## config.mk

```make
export PLATFORM = sky130hd
export DESIGN_NAME = pre_ram
export DESIGN_NICKNAME = d
export VERILOG_FILES = /design/src/rtl/core/page_replacement_engine_macros.svh /design/src/rtl/core/pre_ram.sv
export SDC_FILE = /design/constraint.sdc
export NUM_CORES = 1
export LEC_CHECK = 0
export ABC_AREA = 0
export BUFFER_PORTS_ARGS = -buffer_cell sky130_fd_sc_hd__buf_2
export CORE_MARGIN = 2
export CORE_UTILIZATION = 40
export DETAILED_ROUTE_END_ITERATION = 10
export PLACE_DENSITY = 0.57
export SYNTH_ARGS = -nofsm -noshare
export SYNTH_HDL_FRONTEND = slang
export SYNTH_SLANG_ARGS = --single-unit
export TNS_END_PERCENT = 5
```

## constraint.sdc

```tcl
create_clock -name clock -period 2.5 [get_ports clock]
set_clock_uncertainty 0.05 [all_clocks]
set_input_delay 0.5 -clock clock [delete_from_list [all_inputs] [get_ports clock]]
set_output_delay 0.5 -clock clock [all_outputs]
set_load 0.005 [all_outputs]
```

## src/rtl/core/page_replacement_engine_macros.svh

```systemverilog
// Assertion macros for the page replacement engine.
// No dependencies; taken in by the top level.
`ifndef PAGE_REPLACEMENT_ENGINE_MACROS_SVH
`define PAGE_REPLACEMENT_ENGINE_MACROS_SVH
// implication check on the rising clock edge, disabled during reset
`define PRE_ASSERT_IMPL(lbl, clk, rst, ante, cons, msg) \
   lbl: assert property (@(posedge clk) disable iff (rst) (ante) |-> (cons)) else $error(msg);
// next-cycle implication check
`define PRE_ASSERT_NEXT(lbl, clk, rst, ante, cons, msg) \
   lbl: assert property (@(posedge clk) disable iff (rst) (ante) |=> (cons)) else $error(msg);
`endif

```

## src/rtl/core/pre_ram.sv

```systemverilog
// Generic single-port write, single read-port synchronous RAM.
// Registered read data; no dependencies.
module pre_ram #(
   parameter int WIDTH = 8,
   parameter int DEPTH = 64
) (
   input  logic                     clock,
   input  logic                     wr_en,
   input  logic [$clog2(DEPTH)-1:0] wr_addr,
   input  logic [WIDTH-1:0]         wr_data,
   input  logic [$clog2(DEPTH)-1:0] rd_addr,
   output logic [WIDTH-1:0]         rd_data
);
   logic [WIDTH-1:0] mem [DEPTH];

   // write and registered read
   always_ff @(posedge clock) begin
      if (wr_en) begin
         mem[wr_addr] <= wr_data;
      end
      rd_data <= mem[rd_addr];
   end
endmodule

```

==> results.json <==
{
  "dpl.hpwl_um": 30800,
  "synth_area_um2": 20200,
  "synth_nets": 962,
  "rr_worst_depth": 5,
  "routedWlPerCell_um": 25.7,
  "end_kind": "register",
  "hold_buffers": 0,
  "relSlewSlack_pct": 38.0,
  "core-area_um2": 50000,
  "area_delta_synth_final_pct": 18.3,
  "drt_drc_violations_left": 0,
  "path_cells": "mux4_2, mux2_2, o221a_2, nor3_1, o32ai_1",
  "yosysSeqAreaShare_pct": 77.0,
  "fin_nets": 1147,
  "port_buffers": 29,
  "slew_viol_final": 0,
  "yosys_warnings": 0,
  "layout_common_cells": "edfxtp_1 (512), buf_4 (141), mux4_2 (126)",
  "num_vias": 10000,
  "grtUsageTotal_pct": 18.4,
  "post-route-util_pct": 47.7,
  "met2_length_um": 22800,
  "critPathLaunchType": "register",
  "path_max_fanout": 1,
  "final-setup-viol-count": 0,
  "rrSetupSlack_ns": 0.47,
  "cts_setup_buffers": 0,
  "yosys.area_share.adder_pct": 0,
  "clkSlewWorstSetupHoldPaths_ns": 0.07,
  "grt_pass1_vias": 10400,
  "io_pins": 30,
  "slowest_delay_ns": 0.45,
  "diodes": 0,
  "met3_wirelength_um": 2670,
  "crit_family": "multiplexers",
  "place_congestion": 0.815,
  "max_freq_ghz": 0.493,
  "cap_viol_max_count": 0,
  "chipHeight_um": 229,
  "drtIter0Drc": 967,
  "cts_resized": 0,
  "die_w_um": 229,
  "cts.sinks": 520,
  "ant_nets": 0,
  "cp.buffers_inverters": 0,
  "holdCritPathClass": "in -> reg",
  "hold_ws_ns": 0.250,
  "peakVddDrop_uv": 528,
  "hold_depth": 1,
  "p_leak_nw": 7.73,
  "cts_tree": "done",
  "dieArea_um2": 52200,
  "synth.distinct_cells": 40,
  "reg2reg_to": "rd_data[6]",
  "regToRegStartpoint": "mem[25][6]",
  "viasPerCell": 5.46,
  "grt_max_degree": 65,
  "crit_slowest_cell": "mux4_2",
  "grt_pass1_wl_um": 70300,
  "dr.pass1.iters": 4,
  "clock_latency_ns": 0.58,
  "syn-mean-instance-area_um2": 21.5,
  "layout_min_cycle_time_ns": 2.03,
  "crit_required_ns": 2.91,
  "ys_seq_elements": 520,
  "synth_compound_area_share_pct": 2.07,
  "async_flop_share_pct": 0,
  "final_common_cell": "edfxtp_1",
  "holdCritStartpoint": "wr_data[1]",
  "final_cells": 1835,
  "rsz0062_at_grt": "false",
  "synth_mux_area_share_pct": 15.9,
  "syn_inst": 940,
  "routedLengthMet1_um": 20200,
  "p_per_area_nw_per_um2": 766,
  "worst_pin_slew_ns": 0.929,
  "placed_cells": 1745,
  "cts_buffers": 50,
  "clockBufferDepth": 3,
  "finalHoldViolCount": 0,
  "synth-edff-count": 512,
  "holdPathEnd": "mem[20][1]",
  "crit_type": "reg -> reg",
  "drive_gt1_share_pct": 34.1,
  "synth_ff_type": "edfxtp_1",
  "synthSimpleGateAreaFrac_pct": 3.39,
  "wirelength_um": 47200,
  "status": "complete, no violations",
  "top_layer": "met5",
  "initial_utilization_pct": 40.4,
  "rows": 82,
  "overflow": 0,
  "synth_top_family_by_area": "multiplexers",
  "antenna_found_initial": 4,
  "synth_xor_area_share_pct": 0,
  "critPathArrivalTime_ns": 2.44,
  "finalCritPeriodShare_pct": 81.1,
  "htree_levels": 2,
  "root_buffer": "clkbuf_16"
}
-- report_power, final --
part	leakage, nW	internal, mW	switching (mW)
combinational	2.26	0.425	0.573
clock	0.790	4.44	3.14
sequential	4.67	9.65	0.0355
-- metal layers --
metal	vias to the layer above	track usage (%)
li1	4300	-
met1	5322	25.3
met2	298	29.6
met3	87	3.24
met4	8	6.99
met5	-	0
-- worst max-delay path by stage --
stage                           from         end  slack, ns  cells past startpoint
after floorplan           rd_addr[1]  rd_data[3]       0.28                      7
after global placement    rd_addr[0]  rd_data[1]      -0.08                      7
after detailed placement  rd_addr[0]  rd_data[6]      -0.06                      7
after CTS                 mem[45][1]  rd_data[1]       0.48                      5
after global routing      mem[29][6]  rd_data[6]       0.42                      5
final                     mem[25][6]  rd_data[6]       0.47                      5
-- state kept, by name (all words and copies together) (netlist names) --
signal and cells:
mem 512, rd_data 8
-- layout make-up --
type	count	area [µm²]
flip-flops and latches	520	15500
multi-input cells	369	4320
clock buffers	57	1300
clock inverters	33	342
well taps	672	841
fillers	4127	26100
repair buffers	184	1520
-- logic make-up (layout without fill, tap and decap cells) --
family	count (synthesis)	in the layout
buffers and inverters	51	274
and+or+nand+nor	153	153
AOI/OAI and AO/OA	54	54
DFF	520	520
muxes	162	162
-- Yosys cell counts, drive strengths merged, types with 6 or more instances --
cell type  count  share of area [%]
nor2          83                1.5
buf           34                1.3
nand3         13               0.32
dfxtp          8               0.79
mux2          13               0.73
nor3           7               0.17
clkbuf        17               0.32
nand2b         7               0.22
a221oi         6               0.26
mux4         126                 14
o22ai          8               0.25
nand2         19               0.35
mux2i         23                1.1
nor2b         14               0.43
edfxtp       512                 76
o221ai         8               0.35
-- through the flow --
step           worst slack (ns)  cell area, µm²  setup TNS [ns]  total power, mW
2_1_floorplan             0.282           20200               0             10.4
3_3_place_gp            -0.0760           22200          -0.236             10.9
3_5_place_dp            -0.0613           22200          -0.208             10.9
4_1_cts                   0.484           23900               0             18.4
5_1_grt                   0.418           23900               0             18.8
6_report                  0.472           23900               0             18.3
-- worst reg2reg max path, stage by stage (launching register included) --
cell and delay (ns):
edfxtp_1 0.38, mux4_2 0.45, mux2_2 0.28, o221a_2 0.28, nor3_1 0.32, o32ai_1 0.15
Power figures use the tool's default switching activity.
